===== config.mk =====
export PLATFORM = sky130hd
export DESIGN_NAME = playfield_beam_pixel_generator
export DESIGN_NICKNAME = d
export VERILOG_FILES = /design/src/rtl/pbpg_pkg.sv /design/src/rtl/pbpg_playfield.sv /design/src/rtl/pbpg_palette.sv /design/src/rtl/playfield_beam_pixel_generator.sv
export SDC_FILE = /design/constraint.sdc
export NUM_CORES = 1
export LEC_CHECK = 0
export ABC_AREA = 1
export BUFFER_PORTS_ARGS = -buffer_cell sky130_fd_sc_hd__buf_2
export CAP_MARGIN = 5
export CORE_MARGIN = 2
export CORE_UTILIZATION = 55
export CTS_CLUSTER_SIZE = 20
export DETAILED_ROUTE_END_ITERATION = 10
export PLACE_DENSITY = 0.74
export SLEW_MARGIN = 15
export SYNTH_ARGS = -nofsm -noshare
export SYNTH_HDL_FRONTEND = slang
export SYNTH_SLANG_ARGS = --single-unit

===== constraint.sdc =====
create_clock -name clk_i -period 3.7 [get_ports clk_i]
set_input_delay 0 -clock clk_i [delete_from_list [all_inputs] [get_ports clk_i]]
set_output_delay 0 -clock clk_i [all_outputs]
set_load 0.05 [all_outputs]

===== src/rtl/pbpg_pkg.sv =====
`default_nettype none

package pbpg_pkg;

  localparam int unsigned LINE_CLOCKS = 228;
  localparam int unsigned X_W = 8;
  localparam int unsigned Y_W = 9;

  localparam logic [X_W-1:0] PF_START = 8'd68;
  localparam logic [X_W-1:0] X_LAST = 8'd227;
  localparam logic [X_W-1:0] HSYNC_X = 8'd66;
  localparam logic [Y_W-1:0] VSYNC_Y = 9'd3;
  localparam logic [Y_W-1:0] VBLANK_BOTTOM_Y = 9'd232;
  localparam int unsigned HALF_BITS = 20;

  localparam logic [1:0] OP_TICK = 2'd0;
  localparam logic [1:0] OP_WRITE = 2'd1;
  localparam logic [1:0] OP_BG_ENABLE = 2'd2;

  localparam logic [2:0] REG_PF0 = 3'd0;
  localparam logic [2:0] REG_PF1 = 3'd1;
  localparam logic [2:0] REG_PF2 = 3'd2;
  localparam logic [2:0] REG_PF_COLOUR = 3'd3;
  localparam logic [2:0] REG_BG_COLOUR = 3'd4;
  localparam logic [2:0] REG_CONTROL = 3'd5;

  typedef struct packed {
    logic [7:0] pattern_zero;
    logic [7:0] pattern_one;
    logic [7:0] pattern_two;
    logic       reflect;
  } pf_regs_t;

  typedef struct packed {
    logic [7:0] red;
    logic [7:0] green;
    logic [7:0] blue;
  } rgb_t;

  localparam logic [23:0] PALETTE [128] = '{
    {8'd0, 8'd0, 8'd0}, {8'd64, 8'd64, 8'd64},
    {8'd108, 8'd108, 8'd108}, {8'd144, 8'd144, 8'd144},
    {8'd176, 8'd176, 8'd176}, {8'd200, 8'd200, 8'd200},
    {8'd220, 8'd220, 8'd220}, {8'd236, 8'd236, 8'd236},
    {8'd68, 8'd68, 8'd0}, {8'd100, 8'd100, 8'd16},
    {8'd132, 8'd132, 8'd36}, {8'd160, 8'd160, 8'd52},
    {8'd184, 8'd184, 8'd64}, {8'd208, 8'd208, 8'd80},
    {8'd232, 8'd232, 8'd92}, {8'd252, 8'd252, 8'd104},
    {8'd112, 8'd40, 8'd0}, {8'd132, 8'd68, 8'd20},
    {8'd152, 8'd92, 8'd40}, {8'd172, 8'd120, 8'd60},
    {8'd188, 8'd140, 8'd76}, {8'd204, 8'd160, 8'd92},
    {8'd220, 8'd180, 8'd104}, {8'd236, 8'd200, 8'd120},
    {8'd132, 8'd24, 8'd0}, {8'd152, 8'd52, 8'd24},
    {8'd172, 8'd80, 8'd48}, {8'd192, 8'd104, 8'd72},
    {8'd208, 8'd128, 8'd92}, {8'd224, 8'd148, 8'd112},
    {8'd236, 8'd168, 8'd128}, {8'd252, 8'd188, 8'd148},
    {8'd136, 8'd0, 8'd0}, {8'd156, 8'd32, 8'd32},
    {8'd176, 8'd60, 8'd60}, {8'd192, 8'd88, 8'd88},
    {8'd208, 8'd112, 8'd112}, {8'd224, 8'd136, 8'd136},
    {8'd236, 8'd160, 8'd160}, {8'd252, 8'd180, 8'd180},
    {8'd120, 8'd0, 8'd92}, {8'd140, 8'd32, 8'd116},
    {8'd160, 8'd60, 8'd136}, {8'd176, 8'd88, 8'd156},
    {8'd192, 8'd112, 8'd176}, {8'd208, 8'd132, 8'd192},
    {8'd220, 8'd156, 8'd208}, {8'd236, 8'd176, 8'd224},
    {8'd72, 8'd0, 8'd120}, {8'd96, 8'd32, 8'd144},
    {8'd120, 8'd60, 8'd164}, {8'd140, 8'd88, 8'd184},
    {8'd160, 8'd112, 8'd204}, {8'd180, 8'd132, 8'd220},
    {8'd196, 8'd156, 8'd236}, {8'd212, 8'd176, 8'd252},
    {8'd20, 8'd0, 8'd132}, {8'd48, 8'd32, 8'd152},
    {8'd76, 8'd60, 8'd172}, {8'd104, 8'd88, 8'd192},
    {8'd124, 8'd112, 8'd208}, {8'd148, 8'd136, 8'd224},
    {8'd168, 8'd160, 8'd236}, {8'd188, 8'd180, 8'd252},
    {8'd0, 8'd0, 8'd136}, {8'd28, 8'd32, 8'd156},
    {8'd56, 8'd64, 8'd176}, {8'd80, 8'd92, 8'd192},
    {8'd104, 8'd116, 8'd208}, {8'd124, 8'd140, 8'd224},
    {8'd144, 8'd164, 8'd236}, {8'd164, 8'd184, 8'd252},
    {8'd0, 8'd24, 8'd124}, {8'd28, 8'd56, 8'd144},
    {8'd56, 8'd84, 8'd168}, {8'd80, 8'd112, 8'd188},
    {8'd104, 8'd136, 8'd204}, {8'd124, 8'd156, 8'd220},
    {8'd144, 8'd180, 8'd236}, {8'd164, 8'd200, 8'd252},
    {8'd0, 8'd44, 8'd92}, {8'd28, 8'd76, 8'd120},
    {8'd56, 8'd104, 8'd144}, {8'd80, 8'd132, 8'd172},
    {8'd104, 8'd156, 8'd192}, {8'd124, 8'd180, 8'd212},
    {8'd144, 8'd204, 8'd232}, {8'd164, 8'd224, 8'd252},
    {8'd0, 8'd60, 8'd44}, {8'd28, 8'd92, 8'd72},
    {8'd56, 8'd124, 8'd100}, {8'd80, 8'd156, 8'd128},
    {8'd104, 8'd180, 8'd148}, {8'd124, 8'd208, 8'd172},
    {8'd144, 8'd228, 8'd192}, {8'd164, 8'd252, 8'd212},
    {8'd0, 8'd60, 8'd0}, {8'd32, 8'd92, 8'd32},
    {8'd64, 8'd124, 8'd64}, {8'd92, 8'd156, 8'd92},
    {8'd116, 8'd180, 8'd116}, {8'd140, 8'd208, 8'd140},
    {8'd164, 8'd228, 8'd164}, {8'd184, 8'd252, 8'd184},
    {8'd20, 8'd56, 8'd0}, {8'd52, 8'd92, 8'd28},
    {8'd80, 8'd124, 8'd56}, {8'd108, 8'd152, 8'd80},
    {8'd132, 8'd180, 8'd104}, {8'd156, 8'd204, 8'd124},
    {8'd180, 8'd228, 8'd144}, {8'd200, 8'd252, 8'd164},
    {8'd44, 8'd48, 8'd0}, {8'd76, 8'd80, 8'd28},
    {8'd104, 8'd112, 8'd52}, {8'd132, 8'd140, 8'd76},
    {8'd156, 8'd168, 8'd100}, {8'd180, 8'd192, 8'd120},
    {8'd204, 8'd212, 8'd136}, {8'd224, 8'd236, 8'd156},
    {8'd68, 8'd40, 8'd0}, {8'd100, 8'd72, 8'd24},
    {8'd132, 8'd104, 8'd48}, {8'd160, 8'd132, 8'd68},
    {8'd184, 8'd156, 8'd88}, {8'd208, 8'd180, 8'd108},
    {8'd232, 8'd204, 8'd124}, {8'd252, 8'd224, 8'd140}
  };

endpackage

`default_nettype wire


===== src/rtl/pbpg_playfield.sv =====
`default_nettype none

module pbpg_playfield (
  input  var pbpg_pkg::pf_regs_t regs_i,
  input  wire logic [7:0]        beam_x_i,
  output logic                   pf_bit_o
);

  logic [pbpg_pkg::HALF_BITS-1:0] half_bits;
  logic [7:0]                     offset;
  logic [5:0]                     slot;
  logic [4:0]                     right_slot;
  logic [4:0]                     idx;

  // one half line of playfield, in beam order
  always_comb begin
    for (int i = 0; i < 4; i++) begin
      half_bits[i] = regs_i.pattern_zero[4+i];
    end
    for (int i = 0; i < 8; i++) begin
      half_bits[4+i] = regs_i.pattern_one[7-i];
      half_bits[12+i] = regs_i.pattern_two[i];
    end
  end

  assign offset = beam_x_i - pbpg_pkg::PF_START;
  assign slot = offset[7:2];
  assign right_slot = 5'(slot - 6'(pbpg_pkg::HALF_BITS));

  always_comb begin
    if (slot < 6'(pbpg_pkg::HALF_BITS)) begin
      idx = slot[4:0];
    end else if (regs_i.reflect) begin
      idx = 5'(pbpg_pkg::HALF_BITS - 1) - right_slot;
    end else begin
      idx = right_slot;
    end
  end

  assign pf_bit_o = (beam_x_i >= pbpg_pkg::PF_START) && (beam_x_i <= pbpg_pkg::X_LAST)
                    && half_bits[idx];

endmodule

`default_nettype wire


===== src/rtl/pbpg_palette.sv =====
`default_nettype none

module pbpg_palette (
  input  wire logic [7:0]  code_i,
  output pbpg_pkg::rgb_t   rgb_o
);

  logic [6:0] entry;

  assign entry = {code_i[7:4], code_i[3:1]};
  assign rgb_o = pbpg_pkg::PALETTE[entry];

endmodule

`default_nettype wire


===== src/rtl/playfield_beam_pixel_generator.sv =====
// channel | valid     | stall      | payload
// input   | in_valid_i  | in_stall_o  | opcode_i, reg_select_i, write_data_i
// output  | out_valid_o | out_stall_i | pixel_valid_o .. hsync_point_o
//
// one item per cycle while the result is not stalled; results are registered
// items land in an input register, the playfield pick, palette lookup and beam
// step run between it and the result register
// reset clears all playfield registers, the beam and both valid flags
// a stalled result holds the input register; the input stalls only then
`default_nettype none

module playfield_beam_pixel_generator #(
  parameter int unsigned FRAME_LINES = 262
) (
  input  wire logic       clk_i,
  input  wire logic       rst_ni,
  input  wire logic       in_valid_i,
  output logic            in_stall_o,
  input  wire logic [1:0] opcode_i,
  input  wire logic [2:0] reg_select_i,
  input  wire logic [7:0] write_data_i,
  output logic            out_valid_o,
  input  wire logic       out_stall_i,
  output logic            pixel_valid_o,
  output logic [7:0]      pixel_x_o,
  output logic [8:0]      pixel_y_o,
  output logic [7:0]      red_o,
  output logic [7:0]      green_o,
  output logic [7:0]      blue_o,
  output logic            vsync_line_o,
  output logic            vblank_top_o,
  output logic            vblank_bottom_o,
  output logic            hsync_point_o
);

  localparam logic [8:0] LAST_LINE = 9'(FRAME_LINES - 1);
  localparam logic [7:0] LAST_CLOCK = 8'(pbpg_pkg::LINE_CLOCKS - 1);

  logic       in_valid_q;
  logic [1:0] opcode_q;
  logic [2:0] reg_select_q;
  logic [7:0] write_data_q;
  logic       advance;

  logic [7:0] pf0_q, pf0_d, pf1_q, pf1_d, pf2_q, pf2_d;
  logic [7:0] pf_colour_q, pf_colour_d, bg_colour_q, bg_colour_d;
  logic [7:0] control_q, control_d;
  logic       bg_enable_q, bg_enable_d;
  logic [7:0] beam_x_q, beam_x_d;
  logic [8:0] beam_y_q, beam_y_d;

  pbpg_pkg::pf_regs_t pf_regs;
  pbpg_pkg::rgb_t     rgb;
  logic               pf_bit;
  logic               drawn;
  logic [7:0]         code;

  logic       out_valid_q;
  logic       pixel_valid_q;
  logic [7:0] pixel_x_q;
  logic [8:0] pixel_y_q;
  logic [7:0] red_q, green_q, blue_q;
  logic       vsync_q, vblank_top_q, vblank_bottom_q, hsync_q;

  assign advance = !out_valid_q || !out_stall_i;
  assign in_stall_o = in_valid_q && !advance;

  always_ff @(posedge clk_i or negedge rst_ni) begin
    if (!rst_ni) begin
      in_valid_q <= 1'b0;
    end else if (!in_stall_o) begin
      in_valid_q <= in_valid_i;
    end
  end

  always_ff @(posedge clk_i) begin
    if (in_valid_i && !in_stall_o) begin
      opcode_q <= opcode_i;
      reg_select_q <= reg_select_i;
      write_data_q <= write_data_i;
    end
  end

  assign pf_regs = '{pattern_zero: pf0_q, pattern_one: pf1_q, pattern_two: pf2_q,
                     reflect: control_q[0]};

  pbpg_playfield u_playfield (
    .regs_i   (pf_regs),
    .beam_x_i (beam_x_q),
    .pf_bit_o (pf_bit)
  );

  assign drawn = (opcode_q == pbpg_pkg::OP_TICK) && (pf_bit || bg_enable_q);
  assign code = pf_bit ? pf_colour_q : bg_colour_q;

  pbpg_palette u_palette (
    .code_i (code),
    .rgb_o  (rgb)
  );

  always_comb begin
    pf0_d = pf0_q;
    pf1_d = pf1_q;
    pf2_d = pf2_q;
    pf_colour_d = pf_colour_q;
    bg_colour_d = bg_colour_q;
    control_d = control_q;
    bg_enable_d = bg_enable_q;
    beam_x_d = beam_x_q;
    beam_y_d = beam_y_q;
    unique case (opcode_q)
      pbpg_pkg::OP_TICK: begin
        if (beam_x_q >= LAST_CLOCK) begin
          beam_x_d = '0;
          bg_enable_d = 1'b0;
          beam_y_d = (beam_y_q >= LAST_LINE) ? '0 : beam_y_q + 9'd1;
        end else begin
          beam_x_d = beam_x_q + 8'd1;
        end
      end
      pbpg_pkg::OP_WRITE: begin
        unique case (reg_select_q)
          pbpg_pkg::REG_PF0:       pf0_d = write_data_q;
          pbpg_pkg::REG_PF1:       pf1_d = write_data_q;
          pbpg_pkg::REG_PF2:       pf2_d = write_data_q;
          pbpg_pkg::REG_PF_COLOUR: pf_colour_d = write_data_q;
          pbpg_pkg::REG_BG_COLOUR: bg_colour_d = write_data_q;
          pbpg_pkg::REG_CONTROL:   control_d = write_data_q;
          default: ;
        endcase
      end
      pbpg_pkg::OP_BG_ENABLE: bg_enable_d = 1'b1;
      default: ;
    endcase
  end

  always_ff @(posedge clk_i or negedge rst_ni) begin
    if (!rst_ni) begin
      pf0_q <= '0;
      pf1_q <= '0;
      pf2_q <= '0;
      pf_colour_q <= '0;
      bg_colour_q <= '0;
      control_q <= '0;
      bg_enable_q <= 1'b0;
      beam_x_q <= '0;
      beam_y_q <= '0;
    end else if (in_valid_q && advance) begin
      pf0_q <= pf0_d;
      pf1_q <= pf1_d;
      pf2_q <= pf2_d;
      pf_colour_q <= pf_colour_d;
      bg_colour_q <= bg_colour_d;
      control_q <= control_d;
      bg_enable_q <= bg_enable_d;
      beam_x_q <= beam_x_d;
      beam_y_q <= beam_y_d;
    end
  end

  always_ff @(posedge clk_i or negedge rst_ni) begin
    if (!rst_ni) begin
      out_valid_q <= 1'b0;
    end else if (advance) begin
      out_valid_q <= in_valid_q;
    end
  end

  always_ff @(posedge clk_i) begin
    if (in_valid_q && advance) begin
      pixel_valid_q <= drawn;
      pixel_x_q <= drawn ? beam_x_q : '0;
      pixel_y_q <= drawn ? beam_y_q : '0;
      red_q <= drawn ? rgb.red : '0;
      green_q <= drawn ? rgb.green : '0;
      blue_q <= drawn ? rgb.blue : '0;
      vsync_q <= beam_y_d == pbpg_pkg::VSYNC_Y;
      vblank_top_q <= beam_y_d < pbpg_pkg::VSYNC_Y;
      vblank_bottom_q <= beam_y_d >= pbpg_pkg::VBLANK_BOTTOM_Y;
      hsync_q <= beam_x_d == pbpg_pkg::HSYNC_X;
    end
  end

  assign out_valid_o = out_valid_q;
  assign pixel_valid_o = pixel_valid_q;
  assign pixel_x_o = pixel_x_q;
  assign pixel_y_o = pixel_y_q;
  assign red_o = red_q;
  assign green_o = green_q;
  assign blue_o = blue_q;
  assign vsync_line_o = vsync_q;
  assign vblank_top_o = vblank_top_q;
  assign vblank_bottom_o = vblank_bottom_q;
  assign hsync_point_o = hsync_q;

`ifndef SYNTHESIS
  a_beam_x_range: assert property (@(posedge clk_i) disable iff (!rst_ni)
    beam_x_q <= LAST_CLOCK)
    else $error("beam x out of range");

  a_beam_y_range: assert property (@(posedge clk_i) disable iff (!rst_ni)
    beam_y_q <= LAST_LINE)
    else $error("beam y out of range");

  a_stall_needs_item: assert property (@(posedge clk_i) disable iff (!rst_ni)
    in_stall_o |-> in_valid_q && out_valid_q)
    else $error("input stalled with no item held");

  a_line_wrap: assert property (@(posedge clk_i) disable iff (!rst_ni)
    (in_valid_q && advance && opcode_q == pbpg_pkg::OP_TICK && beam_x_q == LAST_CLOCK)
    |=> beam_x_q == '0 && !bg_enable_q)
    else $error("line end did not wrap beam");
`endif

endmodule

`default_nettype wire

# After elaboration in Yosys (flattened, before gate mapping)
# Memories as Yosys holds them, arrays and structs flattened. A register that Yosys moved wholly into a read port is not among the register bits.
# Cells that the tools add are included.
dict set report totals {
  in_bits 17
  output_inout_bits 48
  memories 1
  wordCells 81
  romBits 3072
  ff_bits 96
}
dict set report op_classes {
  n_bitwise 1
  muxes 12
  magnitude_cmp 8
  n_reduce_logical 23
  n_addsub 5
  n_eq_ne 10
}
# memory depth width read_ports rd_ports_with_merged_regs wr line
set memory_table {}
lappend memory_table {{(name not given)} 128 24 1 1 0 pbpg_palette.sv:11} ;# assign rgb_o = pbpg_pkg::PALETTE[entry];
# operator n
set op_table {}
lappend op_table {{$mux W9} 3}
lappend op_table {{$mux W8} 3}
lappend op_table {{$reduce_and A3 Y1} 7}
lappend op_table {{$mux W5} 2}
lappend op_table {{$add A9 B1 Y9 const B} 1}
lappend op_table {{$eq A9 B2 Y1 const B} 1}
lappend op_table {{$ge A9 B8 Y1 const B} 1}
lappend op_table {{$ge A9 B9 Y1 const B} 1}
lappend op_table {{$lt A9 B2 Y1 const B} 1}
lappend op_table {{$add A8 B1 Y8 const B} 1}
lappend op_table {{$eq A8 B7 Y1 const B} 1}
lappend op_table {{$ge A8 B7 Y1 const B} 1}
lappend op_table {{$ge A8 B8 Y1 const B} 1}
lappend op_table {{$le A8 B8 Y1 const B} 1}
lappend op_table {{$not A7 Y8} 1}
lappend op_table {{$sub A8 B7 Y8 const B} 1}
lappend op_table {{$eq A3 B2 Y1 const B} 2}
lappend op_table {{$eq A3 B3 Y1 const B} 2}
lappend op_table {{$logic_and A1 B1 Y1} 6}
lappend op_table {{$lt A5 B6 Y1 const B} 1}
lappend op_table {{$lt A6 B5 Y1 const B} 1}
lappend op_table {{$bmux W1 S5} 1}
lappend op_table {{$logic_not A1 Y1} 5}
lappend op_table {{$sub A5 B5 Y5 const A} 1}
lappend op_table {{other kinds (11)} 13}

# Logic depth before layout (Yosys ltp)
# Gate-level depths: netlist of run 1.
dict set report logic_depth {
  ltp_word 11
  ltp_mapped 35
  depth_no_buf 33
}

# Cells and area by module
# A second synthesis of run 1 with hierarchy kept.
dict set report unflattened {
  hier_cells 1216
  area_unflattened_um2 8627.0
}
# module seq_area_each_um2 cells_each instances area_each_um2
set modules_own_cells {}
lappend modules_own_cells {playfield_beam_pixel_generator 3298.2 511 1 5124.9}
lappend modules_own_cells {pbpg_palette 0.0 591 1 2889.0}
lappend modules_own_cells {pbpg_playfield 0.0 114 1 613.1}

# Worst setup path after synthesis of run 1
# Ideal clock, no wire load.
dict set report synth_path {
  path_type {flip-flop to flip-flop}
  startpoint {register beam_x_q[2]}
  endpoint {register red_q[5] (netlist: red_o[5]) (data pin)}
  t_required_ps 3445
  setup_ps 255
  stages_incl_launch_ff 29
  period_less_slack_ps 4063
  arrival_ps 3809
  slack_ps -363
  path_buffers 2
  cell_sequence {dfrtp_1 -> inv_2 -> ha_1 -> xnor2_1 -> ha_1 -> nand3b_4 -> nand3_2 -> nand2_2 -> buf_6 -> nand2_1 -> nand3_1 -> nand2_1 -> nor2_1 -> nand2_1 -> nand3_1 -> nand2_2 -> buf_6 -> nand2_1 -> nand2_1 -> ha_1 -> inv_1 -> nand3_1 -> inv_1 -> a21oi_1 -> or2_2 -> nand2_1 -> nand2_1 -> nand2_1 -> nor2_1}
}
dict set report synth_between {
  elab_chain_cells 11
  elab_cells_between_ends 17
  classes_between {3 x add/sub; 3 x order compare; 5 x mux; 1 x bitwise; 5 x reduce/logical}
}
# item line
set synth_rtl {}
lappend synth_rtl {{start: declaration} playfield_beam_pixel_generator.sv:49} ;# logic [7:0] beam_x_q, beam_x_d;
lappend synth_rtl {{start signal: assignment} playfield_beam_pixel_generator.sv:156} ;# beam_x_q <= beam_x_d;
lappend synth_rtl {{$sub A8 B7 Y8} pbpg_playfield.sv:26} ;# assign offset = beam_x_i - pbpg_pkg::PF_START;
lappend synth_rtl {{$sub A5 B5 Y5} pbpg_playfield.sv:28} ;# assign right_slot = 5'(slot - 6'(pbpg_pkg::HALF_BITS));
lappend synth_rtl {{$sub A5 B5 Y5} pbpg_playfield.sv:34} ;# idx = 5'(pbpg_pkg::HALF_BITS - 1) - right_slot;
lappend synth_rtl {{$mux W5} pbpg_playfield.sv:33} ;# end else if (regs_i.reflect) begin
lappend synth_rtl {{$mux W5} pbpg_playfield.sv:31} ;# if (slot < 6'(pbpg_pkg::HALF_BITS)) begin
lappend synth_rtl {{$bmux W1 S5} pbpg_playfield.sv:41} ;# && half_bits[idx];
lappend synth_rtl {{$mux W1 (not written as such)} pbpg_playfield.sv:41}
lappend synth_rtl {{$logic_and A1 B1 Y1 *} pbpg_playfield.sv:41}
lappend synth_rtl {{$logic_or A1 B1 Y1} playfield_beam_pixel_generator.sv:93} ;# assign drawn = (opcode_q == pbpg_pkg::OP_TICK) && (pf_bit || bg_enable_q);
lappend synth_rtl {{$logic_and A1 B1 Y1} playfield_beam_pixel_generator.sv:93}
lappend synth_rtl {{$logic_not A1 Y1 (no line)} --}
lappend synth_rtl {{end: declaration} playfield_beam_pixel_generator.sv:62} ;# logic [7:0] red_q, green_q, blue_q;
# Every way passes the cells marked *; elsewhere a longest branch is shown, timed or not. The select of a mux whose other input is x is not followed.
# A chain may end at the register's enable or synchronous reset.

# Final worst setup path of run 1
dict set report layout_path {
  startpoint {register beam_x_q[3]}
  endpoint {register green_q[5] (netlist: green_o[5]) (data pin)}
}
dict set report layout_between {
  elab_chain_cells 11
  elab_cells_between_ends 17
  classes_between {3 x add/sub; 3 x order compare; 5 x mux; 1 x bitwise; 5 x reduce/logical}
}
# item line
set layout_rtl {}
lappend layout_rtl {{$sub A8 B7 Y8} pbpg_playfield.sv:26}
lappend layout_rtl {{$sub A5 B5 Y5} pbpg_playfield.sv:28}
lappend layout_rtl {{$sub A5 B5 Y5} pbpg_playfield.sv:34}
lappend layout_rtl {{$mux W5} pbpg_playfield.sv:33}
lappend layout_rtl {{$mux W5} pbpg_playfield.sv:31}
lappend layout_rtl {{$bmux W1 S5} pbpg_playfield.sv:41}
lappend layout_rtl {{$mux W1 (not written as such)} pbpg_playfield.sv:41}
lappend layout_rtl {{$logic_and A1 B1 Y1 *} pbpg_playfield.sv:41}
lappend layout_rtl {{$logic_or A1 B1 Y1} playfield_beam_pixel_generator.sv:93}
lappend layout_rtl {{$logic_and A1 B1 Y1} playfield_beam_pixel_generator.sv:93}
lappend layout_rtl {{$logic_not A1 Y1 (no line)} --}
lappend layout_rtl {{end: declaration} playfield_beam_pixel_generator.sv:62}
# Marked as above.

==> flow_summary.json, run 1 <==
{
  "clock_latency_ps": 370,
  "slew_headroom_pct": 54.00,
  "fin_skew_ps": 16.77,
  "worstPathRequired_ps": 3820,
  "dp_hpwl_um": 19250,
  "finalWirelength_um": 29020,
  "rows": 43,
  "yosysMostFrequentCell": "nand2_1",
  "irDropWorstVdd_mv": 0.4987,
  "pin_count": 65,
  "viasPerCell": 5.989,
  "finalMaxSlewViolations": 0,
  "root_buffer": "clkbuf_16",
  "crit_fanout": 5,
  "finalHoldViolCount": 0,
  "layout_worst_path_cycle_share_pct": 107.9,
  "layout.nets": 1381,
  "synth_area_leaders": "edfxtp_1 20%, nand2_1 18%, dfrtp_1 18%, nand3_1 9.8%, o21ai_0 4.9%",
  "maxCapViolations": 0,
  "place_congestion": 1.023,
  "rsz0062_at_grt": "yes",
  "grt_use_total_pct": 36.31,
  "initial_core_util_pct": 56.52,
  "remaining_drc_errors": 0,
  "cts_tree": "yes",
  "grt_pass1_wl_um": 42350,
  "synth-edff-count": 53,
  "cts_buffer_depth": 2,
  "core_um2": 13880,
  "p_per_area_nw_per_um2": 1012,
  "ys.flop_type": "dfrtp_1",
  "setup_slack_ps": -291.1,
  "synthToLayoutAreaGrowth_pct": 37.37,
  "drt-wirelength-per-cell_um": 19.02,
  "n_antenna_cell": 0,
  "fp.dieArea_um2": 15240,
  "worst_setup_path_start_kind": "flop",
  "syn_area_per_cell_um2": 6.924,
  "finalSetupViolations": 18,
  "drt_iter0_drc": 1363,
  "cp_data_arrival_time_ps": 4110,
  "path_clk_slew_ps": 90,
  "violations": "negative setup slack",
  "synth_area_leader_cell": "edfxtp_1",
  "path_class": "flop to flop",
  "num_vias": 9139,
  "drt-pass1-iter-count": 7,
  "grt_max_degree": 55,
  "h-tree-depth": 3,
  "synth_area_um2": 7845,
  "ys_types": 39,
  "synthArstFlopShare_pct": 50.93,
  "endpoint_kind": "flop",
  "holdWs_ps": 130.3,
  "postRouteAntennaNets": 0,
  "synth_warnings": 0,
  "final_cells": 1526,
  "die_h_um": 123.4,
  "fillCellCount": 978,
  "portBuffers": 58,
  "yosysSeqAreaShare_pct": 37.83,
  "syn_inst": 1133,
  "synth.top_cells.by_count": "378 x nand2_1, 154 x nand3_1, 91 x inv_1",
  "gr-total-overflow": 0,
  "drive_above_1_share_pct": 31.05,
  "worstMarginPinSlew_ps": 689.2,
  "synth.top_cell.area_share_pct": 20.29,
  "outcome": "complete, but fails checks",
  "antenna_found_initial": 0,
  "cts_buffers": 9,
  "max_freq_mhz": 250.6,
  "finalCriticalPeriod_ps": 3991,
  "ys_seq_elements": 108,
  "dp.cells": 1469,
  "die_width_um": 123.4,
  "min_path_type": "primary input to async pin",
  "grt_pass1_vias": 8140,
  "leakagePower_uw": 0.005082,
  "cts.sinks": 108
}
final cells by class:
cell class	instances	area (um2)	share of cell area [%]
tap	180	225.2	2.090
sequential	108	2969	27.55
inverter	100	389.1	3.611
clock inverter	6	65.06	0.6037
multi-input combinational	877	4941	45.85
clock buffer	10	239.0	2.218
timing repair buffer	245	1948	18.08
final timing paths:
| check | from | endpoint | slack (ps) | cells after the start |
|---|---|---|---|---|
| worst min register to register | in_valid_q$_DFFE_PN0N_ | out_valid_o$_DFFE_PN0N_ | 490 | 2 |
| worst max-delay path | beam_x_q[3]$_DFFE_PN0P_ | green_o[5]$_SDFFCE_PN0P_ | -290 | 26 |
| worst min-delay path | rst_ni | beam_y_q[8]$_DFFE_PN0P_ | 130 | 2 |
| min in group clk_i | write_data_i[0] | write_data_q[0]$_DFFE_PP_ | 340 | 2 |
| max in group asynchronous | rst_ni | pf1_q[2]$_DFFE_PN0P_ | 2740 | 3 |
| worst max register to register | beam_x_q[3]$_DFFE_PN0P_ | green_o[5]$_SDFFCE_PN0P_ | -290 | 26 |
metrics by stage:
stage          setup slack, ps  setup TNS [ps]  power, uW  util [%]  instance area (um2)
2_1_floorplan            20.67               0       5762         -                 7923
3_3_place_gp            -252.8           -2814       8127     66.99                 9299
3_5_place_dp            -312.1           -3984       8142     66.99                 9299
4_1_cts                 -30.88          -64.91       9668     72.90                10120
5_1_grt                 -421.4           -6507      11470     77.64                10780
6_report                -291.1           -3752      10900     77.64                10780
layer usage:
layer  wire, um  part of all wire, %  global-route usage [%]
met1      11330                   39                   48.73
met2      12990                   45                   57.14
met3       3113                   11                   8.072
met4       1580                  5.4                   14.35
met5          0                    0                       0
registers in the layout (all words and copies together), names as in the netlist, 8 cells and up:
name,count
beam_x_q,8
beam_y_q,9
pf1_q,8
pf2_q,8
pixel_x_o,8
pixel_y_o,9
write_data_q,8
cells in the final DEF (no fill, tap or decap), drive strengths merged:
cell type | synthesis | routed
nand3 | 158 | 158
clkinv | 3 | 4
nand4 | 10 | 10
o22ai | 6 | 6
clkinvlp | 0 | 2
nor3 | 11 | 11
a21oi | 45 | 45
xnor2 | 1 | 1
nand2 | 396 | 397
o21ai | 94 | 94
nor2 | 93 | 93
or2 | 3 | 3
o21a | 1 | 1
o211ai | 5 | 5
xor2 | 8 | 8
conb | 1 | 6
a21boi | 1 | 1
edfxtp | 53 | 53
nand3b | 8 | 8
ha | 23 | 23
dlygate4sd3 | 0 | 16
inv | 97 | 100
o41ai | 1 | 1
nor4 | 4 | 4
o2111ai | 2 | 2
clkbuf | 16 | 12
dfrtp | 55 | 55
buf | 38 | 227
cell families (layout without fill, tap and decap cells):
group | Yosys count | in the layout | share of synthesized area (%)
other cells | 1 | 6 | 0.04780
flops | 108 | 108 | 37.83
xor+xnor | 9 | 9 | 1.005
buf+inv | 154 | 361 | 9.091
compound gates | 155 | 155 | 10.59
simple gates | 683 | 684 | 37.77
fa+ha+maj | 23 | 23 | 3.668
power breakdown:
group | internal (uW) | leakage [uW] | switching [uW]
Sequential | 1550 | 0.00124 | 163
Combinational | 3120 | 0.00370 | 5060
Clock | 497 | 0.000143 | 521
Total | 5160 | 0.00508 | 5740
worst max-delay path, cell delays in order (launching register included):
cell	delay, ps
dfrtp_1	430
nor2_2	180
nand3_2	110
nand2_2	90
inv_2	50
ha_4	150
nand3b_4	220
nand3_1	210
nand2_4	110
nor2_4	180
nand3_1	110
nand2_1	100
nor2_1	60
nand2_2	90
nand3_4	100
buf_6	150
nand3b_1	100
nand2_2	120
ha_4	340
nand3_4	120
buf_12	160
nand2_2	80
nor2_1	60
nor2_1	150
nand2_1	80
nand3_1	120
a21oi_2	70
repair_timing:
item,in CTS,in global routing
pin swaps,30,57
cloned,1,2
gates resized for setup,84,120
hold buffers,16,0
hold endpoints to repair,35,0
setup endpoints to repair,18,18
setup buffers,7,15
(Power assumes the default switching activity.)
==> inputs of run 2 (changes only) <==
Settings changed: CELL_PAD_IN_SITES_DETAIL_PLACEMENT set to 2, CELL_PAD_IN_SITES_GLOBAL_PLACEMENT set to 2, CORE_UTILIZATION 55 to 31.
==> flow_summary.json, run 2 (same netlist as run 1, synthesis figures left out) <==
{
  "outcome": "complete, but fails checks",
  "violations": "negative setup slack",
  "place_ws_ps": -580.0,
  "fillCellCount": 2811,
  "pin_count": 65,
  "n_antenna_cell": 0,
  "cp_common_cell": "nand2_1",
  "place_congestion": 0.9168,
  "finalCriticalPeriod_ps": 4596,
  "grt_pass1_wl_um": 69830,
  "sw_frac_of_total_pct": 57.71,
  "drt-pass1-iter-count": 5,
  "crit_fanout": 8,
  "core_um2": 25040,
  "drt_iter0_drc": 836,
  "die_width_um": 163.1,
  "root_buffer": "clkbuf_16",
  "final_cell_mix": "293 x nand2_1, 191 x buf_4, 109 x nand3_1, 76 x inv_1, 71 x nand2_2",
  "slew_headroom_pct": 48.05,
  "r2r_start": "beam_x_q[3]$_DFFE_PN0P_",
  "setup_slack_ps": -896.2,
  "cell_internal_pwr_uw": 5738,
  "irDropWorstVdd_mv": 0.4333,
  "cts.sinks": 108,
  "postRouteAntennaNets": 0,
  "fp.dieArea_um2": 26600,
  "fin_skew_ps": 15.32,
  "finalWirelength_um": 52210,
  "portBuffers": 58,
  "finalHoldViolCount": 0,
  "gr-total-overflow": 0,
  "drt-wirelength-per-cell_um": 30.25,
  "multi_input_area_um2": 5354,
  "path_clk_slew_ps": 100,
  "grt_pass1_vias": 11042,
  "cts_tree": "yes",
  "max_freq_mhz": 217.6,
  "cts_buffers": 9,
  "grt_use_total_pct": 35.19,
  "layout_worst_path_cycle_share_pct": 124.2,
  "remaining_drc_errors": 0,
  "min_path_type": "primary input to async pin",
  "final_util_pct": 46.79,
  "stdcell_area_um2": 11720,
  "p_clk_share_pct": 8.2,
  "layout.nets": 1431,
  "final_common_cell": "nand2_1",
  "synthToLayoutAreaGrowth_pct": 49.33,
  "finalMaxSlewViolations": 0,
  "fin_tns_setup_ps": -11060,
  "crit_slowest_cell": "dfrtp_2",
  "ff2ff_path_depth": 28,
  "die_h_um": 163.1,
  "worstMarginPinSlew_ps": 779.2,
  "placed_area_um2": 9734,
  "cpPeakStageDelay_ps": 430,
  "leakagePower_uw": 0.005364,
  "dp_hpwl_um": 27560,
  "viasPerCell": 5.955,
  "worst_setup_path_start_kind": "flop",
  "cts_buffer_depth": 2,
  "endpoint_kind": "flop",
  "h-tree-depth": 3,
  "rsz0062_at_grt": "yes",
  "worstPathRequired_ps": 3930,
  "timing.rr.end": "green_o[5]$_SDFFCE_PN0P_",
  "p_per_area_nw_per_um2": 1158,
  "num_vias": 10279,
  "path_class": "flop to flop",
  "cp_data_arrival_time_ps": 4830,
  "rows": 58,
  "seqPwrFrac_pct": 13.1,
  "maxCapViolations": 0,
  "ff2ff_setup_slack_ps": -900,
  "grt_max_degree": 55,
  "totalPowerFinal_uw": 13570,
  "drive_above_1_share_pct": 38.90,
  "regArea_um2": 2970,
  "initial_core_util_pct": 31.33,
  "combPwrFrac_pct": 78.7,
  "antenna_found_initial": 0,
  "finalSetupViolations": 18,
  "netSwitchingPower_uw": 7832,
  "clock_latency_ps": 390
}
run 2: cell count changes in the layout (fill, tap and decap cells not counted), sizes merged:
cell,before,now
clkinvlp,2,1
clkbuf,12,10
nand3,158,159
clkinv,4,5
buf,227,277
nand2,397,398
run 2: per-stage QoR:
stage,instances,hold slack [ps]
floorplan,1138,-295.6
CTS,1712,190.1
global route,1726,229.6
detailed placement,1652,71.37
finish,1726,164.5
global placement,1652,65.23
run 2: layer usage:
layer	share of wire (%)	up-vias	track usage, %
met5	0	-	0
met4	8.0	0	21.88
met3	6.3	265	5.739
met2	50	570	62.71
met1	36	5210	39.12
li1	-	4234	-
run 2: how the worst max path moves through the flow:
| stage | startpoint | end | cells past startpoint |
|---|---|---|---|
| final | beam_x_q[3]$_DFFE_PN0P_ | green_o[5]$_SDFFCE_PN0P_ | 28 |
| after floorplan | beam_x_q[4]$_DFFE_PN0P_ | red_o[5]$_SDFFCE_PN0P_ | 31 |
| after global placement | beam_x_q[3]$_DFFE_PN0P_ | red_o[3]$_SDFFCE_PN0P_ | 28 |
| after CTS | beam_x_q[3]$_DFFE_PN0P_ | blue_o[4]$_SDFFCE_PN0P_ | 30 |
| after detailed placement | beam_x_q[3]$_DFFE_PN0P_ | green_o[4]$_SDFFCE_PN0P_ | 27 |
| after global routing | beam_x_q[3]$_DFFE_PN0P_ | green_o[5]$_SDFFCE_PN0P_ | 28 |
run 2: worst max-delay path: cells and delay by family, from the launching register on:
| family | cells | cell delay [ps] |
|---|---|---|
| flip-flops | 1 | 430 |
| AND/OR/NAND/NOR | 17 | 2220 |
| AO/OA/AOI/OAI | 2 | 440 |
| adder cells (fa/ha/maj) | 3 | 600 |
| XOR/XNOR | 1 | 190 |
| buffers and inverters | 5 | 520 |
run 2: power by group through the flow:
stage | registers (uW) | clock network, uW | logic (uW)
after CTS | 1730 | 1070 | 8690
after floorplan | 1970 | 0 | 3790
after global placement | 1720 | 0 | 7000
after detailed placement | 1740 | 0 | 7300
after global routing | 1790 | 1140 | 11100
final | 1770 | 1110 | 10700
run 2: what timing repair did:
item	4_1_cts	5_1_grt
setup buffers	25	15
resized for setup	191	118
setup endpoints to repair	18	20
gates cloned	3	0
pin swaps	60	57
hold buffers	16	0
hold endpoints to repair	39	0
run 2: area by class of cell:
type                            instances  area share, %
Timing Repair Buffer                  293          19.47
Tap cell                              330          3.525
Sequential cell                       108          25.36
Clock inverter                          6         0.5340
Inverter                              100          3.375
Clock buffer                           10          2.040
Multi-Input combinational cell        879          45.70
